--- config.mk ---
export PLATFORM = sky130hd
export DESIGN_NAME = mss_cell
export DESIGN_NICKNAME = d
export VERILOG_FILES = /design/src/rtl/core/mss_pkg.sv /design/src/rtl/core/mss_cell.sv
export SDC_FILE = /design/constraint.sdc
export NUM_CORES = 1
export LEC_CHECK = 0
export ABC_AREA = 1
export BUFFER_PORTS_ARGS = -buffer_cell sky130_fd_sc_hd__buf_2
export CAP_MARGIN = 25
export CELL_PAD_IN_SITES_DETAIL_PLACEMENT = 1
export CELL_PAD_IN_SITES_GLOBAL_PLACEMENT = 1
export CORE_AREA = 2 2 94 87
export DETAILED_ROUTE_END_ITERATION = 10
export DIE_AREA = 0 0 96 89
export GPL_TIMING_DRIVEN = 0
export HOLD_SLACK_MARGIN = 0.12
export MAX_ROUTING_LAYER = met4
export PLACE_DENSITY = 0.81
export SLEW_MARGIN = 30
export SYNTH_ARGS = -nofsm -noshare
export SYNTH_HDL_FRONTEND = slang
export SYNTH_SLANG_ARGS = --single-unit
--- constraint.sdc ---
create_clock -name i_clk -period 2.6 [get_ports i_clk]
set_input_delay 0.78 -clock i_clk [delete_from_list [all_inputs] [get_ports i_clk]]
set_output_delay 0.78 -clock i_clk [all_outputs]
set_load 0.005 [all_outputs]
--- src/rtl/core/mss_pkg.sv ---
package mss_pkg;

    localparam int ELEM_W    = 16;
    localparam int IDX_OUT_W = 8;
    localparam int SUM_OUT_W = 24;

    // input beat
    typedef struct packed {
        logic signed [ELEM_W-1:0] sample_value;
        logic                     end_of_array;
    } t_in;

    // result beat
    typedef struct packed {
        logic [IDX_OUT_W-1:0]        start_index;
        logic [IDX_OUT_W-1:0]        end_index;
        logic signed [SUM_OUT_W-1:0] best_sum;
    } t_out;

    // broadcast control for the cell row
    typedef struct packed {
        logic wr;     // write new data into the cell at the select index
        logic shift;  // cells below the select index take their right neighbor
    } t_cell_ctl;

endpackage

--- src/rtl/core/mss_cell.sv ---
module mss_cell #(
    parameter int IDX = 0,
    parameter int IW  = 8,
    parameter int SW  = 24
) (
    input  logic                                i_clk,
    input  mss_pkg::t_cell_ctl                  i_ctl,
    input  logic [IW-1:0]                       i_sel,
    input  logic signed [SW-1:0]                i_acc_new,
    input  logic signed [mss_pkg::ELEM_W-1:0]   i_elem_new,
    input  logic signed [SW-1:0]                i_acc_nb,
    input  logic signed [mss_pkg::ELEM_W-1:0]   i_elem_nb,
    output logic signed [SW-1:0]                o_acc,
    output logic signed [mss_pkg::ELEM_W-1:0]   o_elem
);
    import mss_pkg::*;

    // run-sum queue slot sits at IDX, element queue slot is one behind
    localparam logic [IW:0] AIDX = (IW+1)'(IDX);
    localparam logic [IW:0] EIDX = (IW+1)'(IDX + 1);

    logic [IW:0]              sel_x;
    logic signed [SW-1:0]     r_acc, n_acc;
    logic signed [ELEM_W-1:0] r_elem, n_elem;

    assign sel_x = {1'b0, i_sel};

    // tail slot takes new data, slots ahead of it move one toward the head
    always_comb begin
        n_acc  = r_acc;
        n_elem = r_elem;
        if (i_ctl.wr && sel_x == AIDX) begin
            n_acc = i_acc_new;
        end else if (i_ctl.shift && AIDX < sel_x) begin
            n_acc = i_acc_nb;
        end
        if (i_ctl.wr && sel_x == EIDX) begin
            n_elem = i_elem_new;
        end else if (i_ctl.shift && EIDX < sel_x) begin
            n_elem = i_elem_nb;
        end
    end

    always_ff @(posedge i_clk) begin
        r_acc  <= n_acc;
        r_elem <= n_elem;
    end

    assign o_acc  = r_acc;
    assign o_elem = r_elem;

endmodule

==> key figures <==
Worst setup path
  – Arrival time worst endpoint: 1.96 ns
  – Worst setup path end: o_acc[15]
  – Delay contributed by the slowest stage of the critical path: 0.30 ns
  – Highest fanout seen on the critical path: 24
  – Family of cells with the greatest summed delay on the critical path: simple AND/OR/NAND/NOR gates
  – Crit path kind: in2reg
  – Endpoint required time on the critical path: 2.51 ns
  – Kind of start point of the critical path: primary input
  – Sort of element at the end of the critical path: flip-flop
  – Sum of buffers and inverters on the critical path: 2
  – Worst Setup SP: i_sel[5]
  – Cell Chain, Critical Path: buf_2 -> nor2_1 -> nand2_2 -> nor2_8 -> nand2_4 -> buf_6 -> o21ai_4
  – Stages on the worst setup path: 7
  – CP max stage cell: o21ai_4

Clocking
  – Clock net sink count: 40
  – Clk buf depth: 2
  – Post-CTS Setup Repair Bufs: 0
  – Total clock buffers created by CTS: 5
  – CTS root buf: clkbuf_8
  – Hold-fix buffers, CTS: 0
  – TritonCTS clock tree: done
  – Post-cts repair resize count: 0
  – H-tree Lvls: 2
  – Worst-path clk slew: about 0.080 ns

Timing
  – Worst slew slack as a fraction of its limit: 43.50%
  – Setup violators final: 0
  – Min setup slack post-route: ~0.55 ns
  – Hold violation count in the final report: 0
  – Setup_tns: 0 ns
  – Final Cycle Share: 78.67%
  – RSZ-0062 raised after global routing: no
  – Final Slew Violations: 0
  – Least-Margin Pin Slew: 0.8474 ns
  – Minimum clock period: 2.045 ns
  – Max Clock Freq: 488.9 MHz

Logic synthesis
  – Cell Area, Synth: ~0.0019 mm²
  – Part of the Yosys area used for sequential elements: 63.24%
  – Number of flops mapped to enable cells by yosys: 40
  – Number of warnings printed during yosys synthesis: 0
  – Cell variety after synth: 15
  – #FFs+latches synth: 40
  – Average size of a mapped cell: slightly above 10 µm²
  – Net count after synthesis: around 280
  – Mapped Cells: 187
  – Most instantiated flip-flop cell in the synthesis netlist: edfxtp_1
  – FFs w/ async S/R, synth: 0%

Placement
  – Port Buf Inserts: between 100 and 150
  – Placement Setup Slack: between 0.2 and 0.25 ns
  – Final weighted congestion in routability-driven placement: 0.7434
  – Post-detail-place hpwl: between 4 and 5 mm

Routing
  – Total routed wirelength: 5.638 mm
  – Total DRC errors in the routed layout: 0
  – Via count: about 1800
  – Highest routed layer: met4
  – Remaining number of nets flagged by the antenna check after routing: 0
  – First DRT Iteration DRCs: 49
  – Routed wirelength normalized by instance count: between 10 and 15 µm
  – Detailed-routed wire length on met2: about 3 mm
  – Mean number of vias per cell: between 4 and 5
  – Met1 WL: 2.250 mm
  – Count of TritonRoute iterations in the first routing pass: 4
  – Met3 Routed Length: 272 µm

Power
  – Peak VDD IR: slightly above 0.0003 V
  – Power density normalized to cell area: around 530 mW/mm²
  – Static leakage power: between 1 and 1.5 nW

Floorplan
  – Starting density of the core: roughly a quarter
  – Horizontal die dimension: 96 µm
  – Die Height: 89 µm
  – Number of top-level pins: between 100 and 150
  – Total die area: 0.008544 mm²
  – Core Footprint: 0.007470 mm²
  – Site Rows: 30

Final layout
  – Antenna cells: 0
  – Multi-input gate area in the final layout: 623.1 µm²
  – Count of fill cells added during filler insertion: 912
  – Register area: 0.001201 mm²
  – Layout overhead on the synthesized area: 46.77%
  – Net count of the finished layout: 414
  – Fraction of layout cells with a size suffix above 1: 47.84%
  – Most common cell after layout, fill and taps aside: buf_2
  – Most frequent cells in the layout: buf_2 (132), nand2_1 (83), nand3_1 (40), edfxtp_1 (40), clkbuf_8 (5)

GRT
  – Pin count of the biggest net entering global routing: 25
  – Remaining Overflow, GRT: 0
  – Global routing usage summed across all routing layers: 13.56%
  – Wire length of the first global-routing pass: 8.562 mm
  – Antenna violations before repair: 0
  – Via count of the first global-routing pass: 1836

Run status
  – Run status: finished, final reports clean

Hold path
  – Type of the worst min-delay path: in2reg

Job
  – Max-Cap Viols: 0
## tightest hold or removal path: stages
cell     delay (ns)
buf_2          0.07
nand2_1        0.04
nand2_1        0.05
## metal layers
metal / vias to the layer above / track usage, %
li1: 906 / -
met1: 823 / 15.62
met2: 63 / 24.37
met3: 5 / 2.108
met4: 0 / 3.896
met5: - / -
## cell families after synthesis
logic type	share of synthesized area (%)
simple gates	31.49
flops	63.24
buf+inv	4.743
compound gates	0.5265
## stage by stage
step | hold WS, ns | area [µm²] | utilization, % | total power, mW | cells
finish | 0.7544 | 2788 | 37.32 | 1.470 | 420
floorplan | 0.9586 | 1903 | - | 0.8563 | 187
CTS | 0.7456 | 2788 | 37.32 | 1.498 | 420
global route | 0.7549 | 2788 | 37.32 | 1.543 | 420
detailed placement | 1.049 | 2680 | 35.88 | 0.9923 | 412
global placement | 1.042 | 2669 | 35.73 | 0.9833 | 412
## cells in the mapped netlist (2+ instances only)
master	number	area, µm²
nand2_1	83	311.6
edfxtp_1	40	1201
nand3_1	40	200.2
buf_4	4	30.03
buf_2	3	15.01
buf_6	3	33.78
nor2_1	3	11.26
inv_1	2	7.510
nand2_4	2	22.52
nor2_8	2	40.04
## report_power, final
part / switching (mW) / internal, mW
Sequential: 0.0116 / 0.768
Clock: 0.212 / 0.285
Combinational: 0.0947 / 0.0979
## area by class of cell
class | count | share of cell area (%)
well taps | 96 | 4.309
clock inverters | 2 | 1.257
inverters | 3 | 0.4040
repair buffers | 129 | 23.16
clock buffers | 6 | 2.603
flip-flops and latches | 40 | 43.09
plain buffers | 10 | 2.828
multi-input cells | 134 | 22.35
## worst min path at each step
| stage | startpoint | endpoint | depth (start not counted) |
|---|---|---|---|
| after global placement | i_elem_nb[10] | o_elem[10] | 3 |
| after floorplan | i_acc_nb[0] | o_acc[0] | 2 |
| after detailed placement | i_elem_nb[14] | o_elem[14] | 3 |
| after global routing | i_acc_nb[11] | o_acc[11] | 3 |
| final | i_acc_nb[11] | o_acc[11] | 3 |
| after CTS | i_acc_nb[10] | o_acc[10] | 3 |
## sequential cells by signal, indices dropped and copies added (netlist names)
signal  count
o_elem     16
o_acc      24
Note: power is estimated with default switching activity, not from simulation.
